--- src/design/dual_region_steering_controller_defines.svh ---
// assertion macros shared by the steering controller modules
`ifndef DUAL_REGION_STEERING_CONTROLLER_DEFINES_SVH
`define DUAL_REGION_STEERING_CONTROLLER_DEFINES_SVH

// same-cycle implication, checked at every rising edge out of reset
`define DRSC_ASSERT_IMPLIES(label, clk, rst_n, ante, cons, msg) \
  label: assert property (@(posedge clk) disable iff (!rst_n) (ante) |-> (cons)) \
    else $error(msg);

// next-cycle implication, checked at every rising edge out of reset
`define DRSC_ASSERT_NEXT(label, clk, rst_n, ante, cons, msg) \
  label: assert property (@(posedge clk) disable iff (!rst_n) (ante) |=> (cons)) \
    else $error(msg);

`endif

--- src/design/drsc_pkg.sv ---
// types and constants of the dual region steering controller
`timescale 1ns / 1ps
package drsc_pkg;

  localparam int SENSOR_BITS = 10;

  localparam int DIFF_W  = SENSOR_BITS + 1;
  localparam int DELTA_W = SENSOR_BITS + 2;
  localparam int SUM_W   = SENSOR_BITS + 1;
  localparam int VAL_W   = SENSOR_BITS + 13;
  localparam int POS_W   = 16;
  localparam int THR_W   = 11;
  localparam int DGAIN_W = 8;
  localparam int CMP_W   = (SUM_W > THR_W) ? SUM_W : THR_W;

  localparam int STRAIGHT_MIDDLE_LIMIT = 150;
  localparam int TURN_GAIN_BASE        = 170;
  localparam int STRAIGHT_P            = 6;
  localparam int STRAIGHT_D            = 5;
  localparam int WEAK_LEVEL            = 60;
  localparam int TURN_HALF             = 2;

  // (170 - mid) / 6 for mid in 0..150 as (x * 171) >> 10, exact over that range
  localparam int TURN_X_W         = 8;
  localparam int TURN_PROD_W      = 16;
  localparam int TURN_RECIP       = 171;
  localparam int TURN_RECIP_SHIFT = 10;
  localparam int TURN_P_W         = 5;

  localparam int PE_W = TURN_P_W + 1 + DIFF_W;
  localparam int DT_W = DGAIN_W + 1 + DELTA_W;

  localparam int PADDR_W = 5;
  localparam int PDATA_W = 32;

  localparam logic [POS_W-1:0]   CENTER_RST   = 16'd1500;
  localparam logic [THR_W-1:0]   THRESH_RST   = 11'd200;
  localparam logic [DGAIN_W-1:0] DGAIN_RST    = 8'd5;
  localparam logic [POS_W-1:0]   RIGHT_RST    = 16'd1200;
  localparam logic [POS_W-1:0]   LEFT_RST     = 16'd1800;

  typedef enum logic [2:0] {
    REG_CENTER_POSITION      = 3'd0,
    REG_STRAIGHT_THRESHOLD   = 3'd1,
    REG_TURN_DERIVATIVE_GAIN = 3'd2,
    REG_RIGHT_LIMIT          = 3'd3,
    REG_LEFT_LIMIT           = 3'd4
  } reg_idx_t;

  typedef struct packed {
    logic [POS_W-1:0]   center_position;
    logic [THR_W-1:0]   straight_threshold;
    logic [DGAIN_W-1:0] turn_derivative_gain;
    logic [POS_W-1:0]   right_limit;
    logic [POS_W-1:0]   left_limit;
  } cfg_t;

  typedef struct packed {
    logic [DIFF_W-1:0]   inner_diff;
    logic [DIFF_W-1:0]   outer_diff;
    logic [SUM_W-1:0]    inner_sum;
    logic                middle_high;
    logic                low_signal;
    logic [TURN_P_W-1:0] turn_gain;
  } item_t;

  typedef struct packed {
    logic [POS_W-1:0] steer_position;
    logic             straight_region;
    logic             held_previous;
    logic             limit_hit;
  } res_t;

endpackage

--- src/design/drsc_cfg.sv ---
// apb register file for the steering controller settings
`timescale 1ns / 1ps
module drsc_cfg (
  input  logic                          clk,
  input  logic                          rst_n,
  input  logic                          cfg_psel,
  input  logic                          cfg_penable,
  input  logic                          cfg_pwrite,
  input  logic [drsc_pkg::PADDR_W-1:0]  cfg_paddr,
  input  logic [drsc_pkg::PDATA_W-1:0]  cfg_pwdata,
  output logic [drsc_pkg::PDATA_W-1:0]  cfg_prdata,
  output logic                          cfg_pready,
  output drsc_pkg::cfg_t                cfg
);
  import drsc_pkg::*;

  cfg_t     cfg_r, cfg_nxt;
  reg_idx_t idx;
  logic     wr_en;

  assign cfg_pready = 1'b1;
  assign idx        = reg_idx_t'(cfg_paddr[PADDR_W-1:2]);
  assign wr_en      = cfg_psel && cfg_penable && cfg_pwrite && cfg_pready;
  assign cfg        = cfg_r;

  always_comb begin
    cfg_nxt = cfg_r;
    if (wr_en) begin
      unique case (idx)
        REG_CENTER_POSITION:      cfg_nxt.center_position      = cfg_pwdata[POS_W-1:0];
        REG_STRAIGHT_THRESHOLD:   cfg_nxt.straight_threshold   = cfg_pwdata[THR_W-1:0];
        REG_TURN_DERIVATIVE_GAIN: cfg_nxt.turn_derivative_gain = cfg_pwdata[DGAIN_W-1:0];
        REG_RIGHT_LIMIT:          cfg_nxt.right_limit          = cfg_pwdata[POS_W-1:0];
        REG_LEFT_LIMIT:           cfg_nxt.left_limit           = cfg_pwdata[POS_W-1:0];
        default:                  cfg_nxt = cfg_r;
      endcase
    end
  end

  always_comb begin
    unique case (idx)
      REG_CENTER_POSITION:      cfg_prdata = PDATA_W'(cfg_r.center_position);
      REG_STRAIGHT_THRESHOLD:   cfg_prdata = PDATA_W'(cfg_r.straight_threshold);
      REG_TURN_DERIVATIVE_GAIN: cfg_prdata = PDATA_W'(cfg_r.turn_derivative_gain);
      REG_RIGHT_LIMIT:          cfg_prdata = PDATA_W'(cfg_r.right_limit);
      REG_LEFT_LIMIT:           cfg_prdata = PDATA_W'(cfg_r.left_limit);
      default:                  cfg_prdata = '0;
    endcase
  end

  always_ff @(posedge clk) begin
    if (!rst_n) begin
      cfg_r.center_position      <= CENTER_RST;
      cfg_r.straight_threshold   <= THRESH_RST;
      cfg_r.turn_derivative_gain <= DGAIN_RST;
      cfg_r.right_limit          <= RIGHT_RST;
      cfg_r.left_limit           <= LEFT_RST;
    end else begin
      cfg_r <= cfg_nxt;
    end
  end

endmodule

--- src/design/drsc_front.sv ---
// input register with per-item differences, sum and turn gain
`timescale 1ns / 1ps
module drsc_front (
  input  logic                             clk,
  input  logic                             rst_n,
  input  logic                             in_valid,
  input  logic [drsc_pkg::SENSOR_BITS-1:0] in_outer_left_level,
  input  logic [drsc_pkg::SENSOR_BITS-1:0] in_inner_left_level,
  input  logic [drsc_pkg::SENSOR_BITS-1:0] in_middle_level,
  input  logic [drsc_pkg::SENSOR_BITS-1:0] in_inner_right_level,
  input  logic [drsc_pkg::SENSOR_BITS-1:0] in_outer_right_level,
  output logic                             in_stall,
  input  logic                             take,
  output logic                             item_valid,
  output drsc_pkg::item_t                  item
);
  import drsc_pkg::*;

  logic                       valid_r, valid_nxt;
  item_t                      item_r, item_nxt;
  item_t                      pre;
  logic                       load;
  logic [TURN_X_W-1:0]        turn_x;
  logic [TURN_PROD_W-1:0]     turn_prod;

  assign in_stall   = valid_r && !take;
  assign load       = in_valid && !in_stall;
  assign item_valid = valid_r;
  assign item       = item_r;

  always_comb begin
    pre.inner_diff  = DIFF_W'(in_inner_left_level) - DIFF_W'(in_inner_right_level);
    pre.outer_diff  = DIFF_W'(in_outer_left_level) - DIFF_W'(in_outer_right_level);
    pre.inner_sum   = SUM_W'(in_inner_left_level) + SUM_W'(in_inner_right_level);
    pre.middle_high = in_middle_level > SENSOR_BITS'(STRAIGHT_MIDDLE_LIMIT);
    pre.low_signal  = (in_inner_left_level < SENSOR_BITS'(WEAK_LEVEL))
                   && (in_middle_level < SENSOR_BITS'(WEAK_LEVEL));
    // gain only matters in the turn region, where middle is at most 150
    turn_x = pre.middle_high ? '0
           : TURN_X_W'(TURN_GAIN_BASE) - TURN_X_W'(in_middle_level);
    turn_prod = TURN_PROD_W'(turn_x) * TURN_PROD_W'(TURN_RECIP);
    pre.turn_gain = turn_prod[TURN_RECIP_SHIFT +: TURN_P_W];
  end

  always_comb begin
    valid_nxt = valid_r;
    item_nxt  = item_r;
    if (load) begin
      valid_nxt = 1'b1;
      item_nxt  = pre;
    end else if (take) begin
      valid_nxt = 1'b0;
    end
  end

  always_ff @(posedge clk) begin
    if (!rst_n) begin
      valid_r <= 1'b0;
    end else begin
      valid_r <= valid_nxt;
    end
  end

  always_ff @(posedge clk) begin
    item_r <= item_nxt;
  end

endmodule

--- src/design/drsc_core.sv ---
// steering law, weak-signal hold, end-stop clamp and history registers
`timescale 1ns / 1ps
`include "dual_region_steering_controller_defines.svh"
module drsc_core (
  input  logic            clk,
  input  logic            rst_n,
  input  logic            take,
  input  drsc_pkg::item_t item,
  input  drsc_pkg::cfg_t  cfg,
  output drsc_pkg::res_t  res
);
  import drsc_pkg::*;

  logic signed [DIFF_W-1:0]  last_inner_r, last_inner_nxt;
  logic signed [DIFF_W-1:0]  last_outer_r, last_outer_nxt;
  logic        [POS_W-1:0]   last_steer_r, last_steer_nxt;

  logic signed [DIFF_W-1:0]  ei, eo;
  logic signed [DELTA_W-1:0] di, dout;
  logic signed [PE_W-1:0]    pe, pe_half;
  logic signed [DT_W-1:0]    dterm;
  logic signed [VAL_W-1:0]   center_x, right_x, left_x;
  logic signed [VAL_W-1:0]   straight_val, turn_val, law_val, held_val, low_val, final_val;
  logic                      straight, hold, hit_low, hit_high;

  always_comb begin
    ei   = $signed(item.inner_diff);
    eo   = $signed(item.outer_diff);
    di   = DELTA_W'(ei) - DELTA_W'(last_inner_r);
    dout = DELTA_W'(eo) - DELTA_W'(last_outer_r);

    center_x = $signed(VAL_W'(cfg.center_position));
    right_x  = $signed(VAL_W'(cfg.right_limit));
    left_x   = $signed(VAL_W'(cfg.left_limit));

    straight = (CMP_W'(item.inner_sum) > CMP_W'(cfg.straight_threshold)) || item.middle_high;
    hold     = item.low_signal;

    straight_val = center_x + VAL_W'(STRAIGHT_P) * VAL_W'(ei) + VAL_W'(STRAIGHT_D) * VAL_W'(di);

    // halving truncates toward zero, as signed division does
    pe      = $signed(PE_W'(item.turn_gain)) * PE_W'(eo);
    pe_half = pe / PE_W'(TURN_HALF);
    dterm   = $signed(DT_W'(cfg.turn_derivative_gain)) * DT_W'(dout);
    turn_val = center_x + VAL_W'(pe_half) + VAL_W'(dterm);

    law_val  = straight ? straight_val : turn_val;
    held_val = $signed(VAL_W'(last_steer_r));

    // lower stop first, upper stop second: with crossed limits the left one wins
    hit_low   = (hold ? held_val : law_val) < right_x;
    low_val   = hit_low ? right_x : (hold ? held_val : law_val);
    hit_high  = low_val > left_x;
    final_val = hit_high ? left_x : low_val;

    res.steer_position  = final_val[POS_W-1:0];
    res.straight_region = straight;
    res.held_previous   = hold;
    res.limit_hit       = hit_low || hit_high;
  end

  always_comb begin
    last_inner_nxt = last_inner_r;
    last_outer_nxt = last_outer_r;
    last_steer_nxt = last_steer_r;
    if (take) begin
      last_inner_nxt = ei;
      last_outer_nxt = eo;
      last_steer_nxt = res.steer_position;
    end
  end

  always_ff @(posedge clk) begin
    if (!rst_n) begin
      last_inner_r <= '0;
      last_outer_r <= '0;
      last_steer_r <= '0;
    end else begin
      last_inner_r <= last_inner_nxt;
      last_outer_r <= last_outer_nxt;
      last_steer_r <= last_steer_nxt;
    end
  end

  `DRSC_ASSERT_IMPLIES(a_clamp_in_range, clk, rst_n, take && (cfg.right_limit <= cfg.left_limit), (res.steer_position >= cfg.right_limit) && (res.steer_position <= cfg.left_limit), "steering value outside end stops")
  `DRSC_ASSERT_IMPLIES(a_hit_at_stop, clk, rst_n, take && res.limit_hit, (res.steer_position == cfg.right_limit) || (res.steer_position == cfg.left_limit), "limit flag without value at an end stop")

endmodule

--- src/design/dual_region_steering_controller.sv ---
// top level of the dual region steering controller
// takes five sensor levels per item and returns one clamped steering value with
// three flags. straight gains (pd 6 and 5 on the inner difference) apply when the
// inner sum is above straight_threshold or the middle level is above 150, turn
// gains ((170 - middle) / 6 on the outer difference, halved, plus
// turn_derivative_gain on its change) otherwise; a weak signal repeats the last
// value, and the result is clamped between right_limit and left_limit. one item
// is accepted every cycle while out_stall does not hold a full result register;
// each item passes from an input register through the steering law in one pass
// into the result register.
// the history (last differences and last value) is updated in that same pass,
// so each item sees the one before it with no gap. the result register lets a
// new item be taken while a finished one waits on out_stall. the user must write
// settings over the apb port only while no item is in flight; the block does not enforce it.
`timescale 1ns / 1ps
`include "dual_region_steering_controller_defines.svh"
module dual_region_steering_controller (
  input  logic                             clk,
  input  logic                             rst_n,
  // sensor item in
  input  logic                             in_valid,
  output logic                             in_stall,
  input  logic [drsc_pkg::SENSOR_BITS-1:0] in_outer_left_level,
  input  logic [drsc_pkg::SENSOR_BITS-1:0] in_inner_left_level,
  input  logic [drsc_pkg::SENSOR_BITS-1:0] in_middle_level,
  input  logic [drsc_pkg::SENSOR_BITS-1:0] in_inner_right_level,
  input  logic [drsc_pkg::SENSOR_BITS-1:0] in_outer_right_level,
  // steering item out
  output logic                             out_valid,
  input  logic                             out_stall,
  output logic [drsc_pkg::POS_W-1:0]       out_steer_position,
  output logic                             out_straight_region,
  output logic                             out_held_previous,
  output logic                             out_limit_hit,
  // settings
  input  logic                             cfg_psel,
  input  logic                             cfg_penable,
  input  logic                             cfg_pwrite,
  input  logic [drsc_pkg::PADDR_W-1:0]     cfg_paddr,
  input  logic [drsc_pkg::PDATA_W-1:0]     cfg_pwdata,
  output logic [drsc_pkg::PDATA_W-1:0]     cfg_prdata,
  output logic                             cfg_pready
);
  import drsc_pkg::*;

  cfg_t  cfg;
  item_t item;
  res_t  res;
  res_t  res_r, res_nxt;
  logic  item_valid;
  logic  take;
  logic  out_valid_r, out_valid_nxt;

  // the item in the input register moves on when the result register is free
  // or is being emptied this cycle
  assign take = item_valid && (!out_valid_r || !out_stall);

  drsc_cfg u_cfg (
    .clk         (clk),
    .rst_n       (rst_n),
    .cfg_psel    (cfg_psel),
    .cfg_penable (cfg_penable),
    .cfg_pwrite  (cfg_pwrite),
    .cfg_paddr   (cfg_paddr),
    .cfg_pwdata  (cfg_pwdata),
    .cfg_prdata  (cfg_prdata),
    .cfg_pready  (cfg_pready),
    .cfg         (cfg)
  );

  drsc_front u_front (
    .clk                  (clk),
    .rst_n                (rst_n),
    .in_valid             (in_valid),
    .in_outer_left_level  (in_outer_left_level),
    .in_inner_left_level  (in_inner_left_level),
    .in_middle_level      (in_middle_level),
    .in_inner_right_level (in_inner_right_level),
    .in_outer_right_level (in_outer_right_level),
    .in_stall             (in_stall),
    .take                 (take),
    .item_valid           (item_valid),
    .item                 (item)
  );

  drsc_core u_core (
    .clk   (clk),
    .rst_n (rst_n),
    .take  (take),
    .item  (item),
    .cfg   (cfg),
    .res   (res)
  );

  // result register
  always_comb begin
    out_valid_nxt = out_valid_r;
    res_nxt       = res_r;
    if (take) begin
      out_valid_nxt = 1'b1;
      res_nxt       = res;
    end else if (!out_stall) begin
      out_valid_nxt = 1'b0;
    end
  end

  always_ff @(posedge clk) begin
    if (!rst_n) begin
      out_valid_r <= 1'b0;
    end else begin
      out_valid_r <= out_valid_nxt;
    end
  end

  always_ff @(posedge clk) begin
    res_r <= res_nxt;
  end

  assign out_valid           = out_valid_r;
  assign out_steer_position  = res_r.steer_position;
  assign out_straight_region = res_r.straight_region;
  assign out_held_previous   = res_r.held_previous;
  assign out_limit_hit       = res_r.limit_hit;

  // input only backs up when both registers hold items and the sink is stalled
  `DRSC_ASSERT_IMPLIES(a_stall_only_when_full, clk, rst_n, in_stall, item_valid && out_valid_r && out_stall, "input stalled with room in the pipe")
  // an item leaving the input register lands in the result register
  `DRSC_ASSERT_NEXT(a_take_fills_result, clk, rst_n, take, out_valid_r, "item lost between registers")

endmodule

--- config.mk ---
export PLATFORM = sky130hd
export DESIGN_NAME = dual_region_steering_controller
export DESIGN_NICKNAME = d
export VERILOG_FILES = /design/src/design/drsc_pkg.sv /design/src/design/drsc_cfg.sv /design/src/design/drsc_front.sv /design/src/design/drsc_core.sv /design/src/design/dual_region_steering_controller.sv
export VERILOG_INCLUDE_DIRS = /design/src /design/src/design
export SDC_FILE = /design/constraint.sdc
export NUM_CORES = 1
export LEC_CHECK = 0
export ABC_AREA = 1
export BUFFER_PORTS_ARGS = -buffer_cell sky130_fd_sc_hd__buf_2
export CORE_ASPECT_RATIO = 0.5
export CORE_MARGIN = 4
export CORE_UTILIZATION = 68
export CTS_CLUSTER_DIAMETER = 80
export DETAILED_ROUTE_END_ITERATION = 16
export GPL_ROUTABILITY_DRIVEN = 0
export PLACE_DENSITY = 0.88
export SYNTH_ARGS = -nofsm -noshare
export SYNTH_HDL_FRONTEND = slang
export SYNTH_SLANG_ARGS = --single-unit
--- constraint.sdc ---
create_clock -name clk -period 31.4 [get_ports clk]
set_input_delay 3.14 -clock clk [delete_from_list [all_inputs] [get_ports clk]]
set_output_delay 3.14 -clock clk [all_outputs]
set_load 0.1 [all_outputs]
==> qor.txt, run 1 <==
status -> complete, no violations
Crit path largest cell delay -> 0.61 ns
Clock Latency Late Sink -> 0.47 ns
Post-DP HPWL -> 44.3 mm
Num CTS Buffers -> 17
synthesis-to-layout area growth -> 6.76%
fillers -> 2138
Synth async-reset ratio -> 0%
setup bufs post-CTS -> 0
wire per inst -> 17.0 um
first-pass GRT wire length -> 90.2 mm
hold crit path type -> flop to flop
gr ovfl total -> 0
overall routing resource usage -> 32.7%
die footprint -> 0.0340 mm^2
post-synthesis cell area -> 0.0211 mm^2
critical path type -> flop to flop
1st-iter DRT viols -> 2158
clock slew at reported path FFs -> 0.09 ns
Vias -> 18700
post-CTS sizing -> 0
Antenna Cells -> 0
critical path data arrival time -> 14.16 ns
CP max FO -> 18
H-Tree Depth -> 4
final hold viol count -> 0
Final Max Slew Viols -> 0
Worst Setup Start Kind -> flop
CTS tree -> done
Placeable Area -> 0.0304 mm^2
Post-synth EDFFs -> 58
sequential element share of the synthesized area -> 18.4%
most frequent cells in the layout -> inv_1 (654), nand2_1 (490), ha_1 (283)
clock root cell -> clkbuf_16
number of sinks on the clock net -> 165
post-route setup TNS -> 0 ns
flops & latches, synth -> 165
DRC viols -> 0
Mapped Cells -> 2783
required time of the critical path -> 31.72 ns
Final setup viols -> 0
FP Rows -> 45
slew of the pin with the lowest slew margin -> 1.19 ns
YS warnings -> 0
Worst Setup End Kind -> flop
PortBufs -> 112
# IOs -> 148
Total Wirelength -> 55.8 mm
CP max-delay cell -> ha_1
pin count of the biggest net entering global routing -> 80
via density per instance -> 5.70
Mean Syn Cell Area -> 7.57 um^2
ys flop type -> dfxtp_1
min cycle time layout -> 13.84 ns
DIE WIDTH -> 257 um
vias in the first global route -> 18000
Max Cap Viol -> 0
Slew Limit Headroom -> 20.9%
Peak Freq -> 0.0723 GHz
Synth cell types -> 50
most common cell after layout, fill and taps aside -> inv_1
Initial Utilization -> 69.3%
crit-path most repeated cell -> nand2_1
die height -> 132 um
period utilization -> 44.1%
maximum root-to-sink buffer count -> 2
Antenna Nets Post-Route -> 0
nets -> 3424
Pre-antenna DRT Iters -> 6
fraction of layout cells with a size suffix above 1 -> 7.37%
antenna violations before repair -> 0
clock skew -> 0.0163 ns
RSZ-0062 raised after global routing -> false
Post-CTS Hold Fix Bufs -> 0
[kinds of logic after synthesis]
kind of cell	Yosys count	share of synthesized area, %
other	2	0.0356
buffers and inverters	731	13.5
adder cells (fa/ha/maj)	465	34.1
XOR/XNOR	109	4.53
AND/OR/NAND/NOR	853	17.4
flip-flops	165	18.4
AO/OA/AOI/OAI	458	12.0
[cell usage after synthesis, types with 3 or more instances]
master | count | area, um^2
inv_1 | 654 | 2450
a22oi_1 | 3 | 22.5
clkbuf_1 | 44 | 165
nand3_2 | 14 | 140
a21oi_1 | 214 | 1070
dfxtp_1 | 107 | 2140
clkinv_1 | 5 | 18.8
o221ai_1 | 10 | 87.6
nor3b_1 | 4 | 30.0
a211oi_1 | 4 | 30.0
nor2_1 | 163 | 612
nor2_2 | 9 | 56.3
nand4_1 | 13 | 81.3
or2_2 | 10 | 62.6
buf_4 | 21 | 158
nor3_2 | 3 | 30.0
nor3_1 | 19 | 95.1
a31oi_1 | 10 | 62.6
xor2_1 | 73 | 639
o211ai_1 | 10 | 75.1
and2_1 | 3 | 18.8
edfxtp_1 | 58 | 1740
a221oi_1 | 5 | 43.8
o21bai_1 | 18 | 135
inv_2 | 3 | 11.3
o31ai_1 | 6 | 45.0
xnor2_1 | 36 | 315
nand2_1 | 490 | 1840
ha_1 | 283 | 3540
a21o_1 | 11 | 82.6
a21boi_0 | 5 | 37.5
fa_1 | 182 | 3640
o21ai_0 | 147 | 736
nand3b_1 | 5 | 37.5
nand2_2 | 17 | 106
nand3_1 | 97 | 485
o22ai_1 | 10 | 62.6
[sequential cells by signal, indices dropped and copies added (netlist names)]
name / cells
u_cfg.cfg: 67
out_steer_position: 16
u_core.last_outer_r: 11
u_front.item_valid: 1
out_limit_hit: 1
u_core.last_steer_r: 16
out_held_previous: 1
u_core.last_inner_r: 11
out_straight_region: 1
u_front.item: 39
out_valid: 1
[worst max-delay path, delay by kind of cell, from the launching register on]
kind                       cells  cell delay [ns]
DFF                            1             0.60
adders and majority gates     12             5.11
buffers and inverters          7             0.86
AOI/OAI and AO/OA             12             2.22
xor gates and xnor gates       3             0.72
and+or+nand+nor               27             4.15
[through the flow]
step	hold WS [ns]	cells	instance area [um^2]	utilization [%]	setup slack, ns
floorplan	0.433	2798	21100	-	19.85
global placement	0.443	3245	21900	71.9	18.25
detailed placement	0.452	3245	21900	71.9	17.94
CTS	0.463	3277	22500	74.0	17.87
global route	0.487	3277	22500	74.0	16.72
finish	0.462	3277	22500	74.0	17.56
[per-layer routing]
layer | vias to the layer above | part of all wire [%] | GRT usage (%)
met3 | 151 | 13 | 9.16
met1 | 8559 | 40 | 44.4
met5 | - | 0 | 0
li1 | 8873 | - | -
met4 | 0 | 3.3 | 10.5
met2 | 1106 | 43 | 51.3
[worst paths after layout]
check                                                          from                                  end  slack [ns]  cells after the start
worst max-delay path                      u_front.item[0]$_DFFE_PP_      out_steer_position[6]$_DFFE_PP_       17.56                     61
worst min-delay path            u_core.last_outer_r[8]$_SDFFE_PN0P_  u_core.last_outer_r[8]$_SDFFE_PN0P_        0.46                      2
worst max register to register            u_front.item[0]$_DFFE_PP_      out_steer_position[6]$_DFFE_PP_       17.56                     61
worst min register to register  u_core.last_outer_r[8]$_SDFFE_PN0P_  u_core.last_outer_r[8]$_SDFFE_PN0P_        0.46                      2
[cell type report]
type	instances	area, um^2	share of cell area (%)
multi-input cells	1902	14400	64.1
flip-flops and latches	165	3880	17.3
inverters	662	2480	11.0
repair buffers	117	598	2.66
well taps	399	499	2.22
clock buffers	17	425	1.89
clock inverters	15	194	0.862
Power of run 1 is not shown: default switching activity piles up to over one toggle a cycle in this logic, so the estimate is an artifact.
==> inputs of run 2 (changes only) <==
--- a/config.mk
+++ b/config.mk
@@ -10,11 +10,11 @@
 export BUFFER_PORTS_ARGS = -buffer_cell sky130_fd_sc_hd__buf_2
 export CORE_ASPECT_RATIO = 0.5
 export CORE_MARGIN = 4
-export CORE_UTILIZATION = 68
+export CORE_UTILIZATION = 63
 export CTS_CLUSTER_DIAMETER = 80
 export DETAILED_ROUTE_END_ITERATION = 16
 export GPL_ROUTABILITY_DRIVEN = 0
-export PLACE_DENSITY = 0.88
+export PLACE_DENSITY = 0.83
 export SYNTH_ARGS = -nofsm -noshare
 export SYNTH_HDL_FRONTEND = slang
 export SYNTH_SLANG_ARGS = --single-unit
==> constraint.sdc (replaced) <==
create_clock -name clk -period 13.6 [get_ports clk]
set_input_delay 1.36 -clock clk [delete_from_list [all_inputs] [get_ports clk]]
set_output_delay 1.36 -clock clk [all_outputs]
set_load 0.1 [all_outputs]
==> run 2 against run 1 <==
Sequential share of layout area down 0.099 points. Highest routed layer unchanged. First-iteration DRC count decreased by 9.9%. Count of clock-buffer cells in the layout did not move. Global-route usage shrank 2.7 points. Core utilization decreased by 5.4 points. Non-clock buffer count is 10 higher. Sequential cell count unchanged. Critical endpoint is now out_steer_position[12]$_DFFE_PP_. Critical path depth up 3.
==> qor.txt, run 2 (synthesis results as in run 1) <==
vias in the first global route -> 17300 (-3.9%)
crit-path most repeated cell -> nand2_1
max FFs per register -> 67 (unchanged)
die footprint -> 0.0366 mm^2 (+7.6%)
Initial Utilization -> 63.9% (-5.4 points)
overall routing resource usage -> 30.0% (-2.7 points)
# IOs -> 148 (unchanged)
clock skew -> 0.0137 ns (-0.00255 ns)
FP Rows -> 47 (+4.4%)
Total Wirelength -> 54.7 mm (-1.9%)
antenna violations before repair -> 0 (unchanged)
via density per instance -> 5.56 (-2.6%)
Peak Freq -> 0.0791 GHz (+9.5%)
pin count of the biggest net entering global routing -> 80 (unchanged)
Top reg by flops -> u_cfg.cfg
Antenna Cells -> 0 (unchanged)
Pre-antenna DRT Iters -> 8 (+2)
number of sinks on the clock net -> 165 (unchanged)
first-pass GRT wire length -> 87.0 mm (-3.6%)
PortBufs -> 112 (unchanged)
Post-DP HPWL -> 44.5 mm (+0.56%)
Num CTS Buffers -> 17 (unchanged)
clock slew at reported path FFs -> 0.07 ns (-0.02 ns)
CTS tree -> done
post-route setup TNS -> 0 ns (unchanged)
1st-iter DRT viols -> 1944 (-9.9%)
status -> complete, no violations
multi-input logic area -> 0.0144 mm^2 (+0.10%)
Post-CTS Hold Fix Bufs -> 0 (unchanged)
gr ovfl total -> 0 (unchanged)
required time of the critical path -> 13.82 ns (-17.90 ns)
slew of the pin with the lowest slew margin -> 1.13 ns (-0.0513 ns)
Final setup viols -> 0 (unchanged)
Placeable Area -> 0.0330 mm^2 (+8.5%)
final hold viol count -> 0 (unchanged)
H-Tree Depth -> 4 (unchanged)
fraction of layout cells with a size suffix above 1 -> 7.83% (+0.46 points)
clock root cell -> clkbuf_16
Crit path largest cell delay -> 0.55 ns (-0.06 ns)
Reg area -> 0.00388 mm^2 (unchanged)
period utilization -> 92.9% (+49 points)
maximum root-to-sink buffer count -> 2 (unchanged)
Vias -> 18500 (-1.0%)
fillers -> 2597 (+21%)
Worst Setup End Kind -> flop
hold crit path type -> flop to flop
critical path type -> flop to flop
wire per inst -> 16.4 um (-3.5%)
min cycle time layout -> 12.64 ns (-1.20 ns)
critical path data arrival time -> 12.86 ns (-1.30 ns)
Final Max Slew Viols -> 0 (unchanged)
RSZ-0062 raised after global routing -> false
DRC viols -> 0 (unchanged)
Post-DP Area -> 0.0219 mm^2 (+0.31%)
Max Cap Viol -> 0 (unchanged)
Worst Setup Start Kind -> flop
Clock Latency Late Sink -> 0.48 ns (about the same)
nets -> 3434 (+0.29%)
DIE WIDTH -> 267 um (+3.8%)
Final Instance Area -> 0.0226 mm^2 (+0.58%)
most frequent cells in the layout -> inv_1 (653), nand2_1 (490), ha_1 (283)
Antenna Nets Post-Route -> 0 (unchanged)
most common cell after layout, fill and taps aside -> inv_1
CP max FO -> 17 (-1)
CP max-delay cell -> edfxtp_1
die height -> 137 um (+3.7%)
Slew Limit Headroom -> 24.3% (+3.4 points)
synthesis-to-layout area growth -> 7.38%
-- run 2: what timing repair did --
action	4_1_cts	5_1_grt
setup endpoints to repair	0	33
resized for setup	0	6
buffers inserted	0	8
endpoints found under the hold margin	0	0
-- run 2: worst paths after layout --
check                                            start  slack [ns]                                    to  cells past startpoint
setup reg to reg            u_front.item[21]$_DFFE_PP_        0.96      out_steer_position[12]$_DFFE_PP_                     64
hold / removal    u_core.last_outer_r[10]$_SDFFE_PN0P_        0.46  u_core.last_outer_r[10]$_SDFFE_PN0P_                      2
hold reg to reg   u_core.last_outer_r[10]$_SDFFE_PN0P_        0.46  u_core.last_outer_r[10]$_SDFFE_PN0P_                      2
setup / recovery            u_front.item[21]$_DFFE_PP_        0.96      out_steer_position[12]$_DFFE_PP_                     64
-- run 2: critical path, delay by kind of cell (launching register included) --
family                     cells  cell delay (ns)
and+or+nand+nor               29             3.92
adders and majority gates     13             5.16
AOI/OAI and AO/OA              9             1.19
xor gates and xnor gates       3             0.51
DFF                            1             0.55
buffers and inverters         10             1.00
-- run 2: layout make-up --
class                   count  share of cell area [%]
clock buffers              17                    1.88
clock inverters            15                   0.730
inverters                 662                    11.0
multi-input cells        1902                    63.7
flip-flops and latches    165                    17.2
well taps                 441                    2.44
repair buffers            127                    3.03
-- run 2: per-stage QoR --
step / utilization [%] / instances / setup WS, ns / hold slack (ns)
global placement: 66.5 / 3289 / 1.03 / 0.443
finish: 68.6 / 3329 / 0.961 / 0.458
global route: 68.6 / 3329 / 0.0489 / 0.482
floorplan: - / 2798 / 2.05 / 0.433
detailed placement: 66.5 / 3289 / 0.846 / 0.453
CTS: 68.3 / 3321 / 0.762 / 0.463
-- run 2: metal layers --
layer,GRT usage [%],share of wire (%),vias to the layer above
met4,8.91,2.9,0
met2,46.7,43,896
met3,7.17,11,125
met1,42.1,43,8584
li1,-,-,8892
met5,0,0,-
Power of run 2 is left out for the same reason.
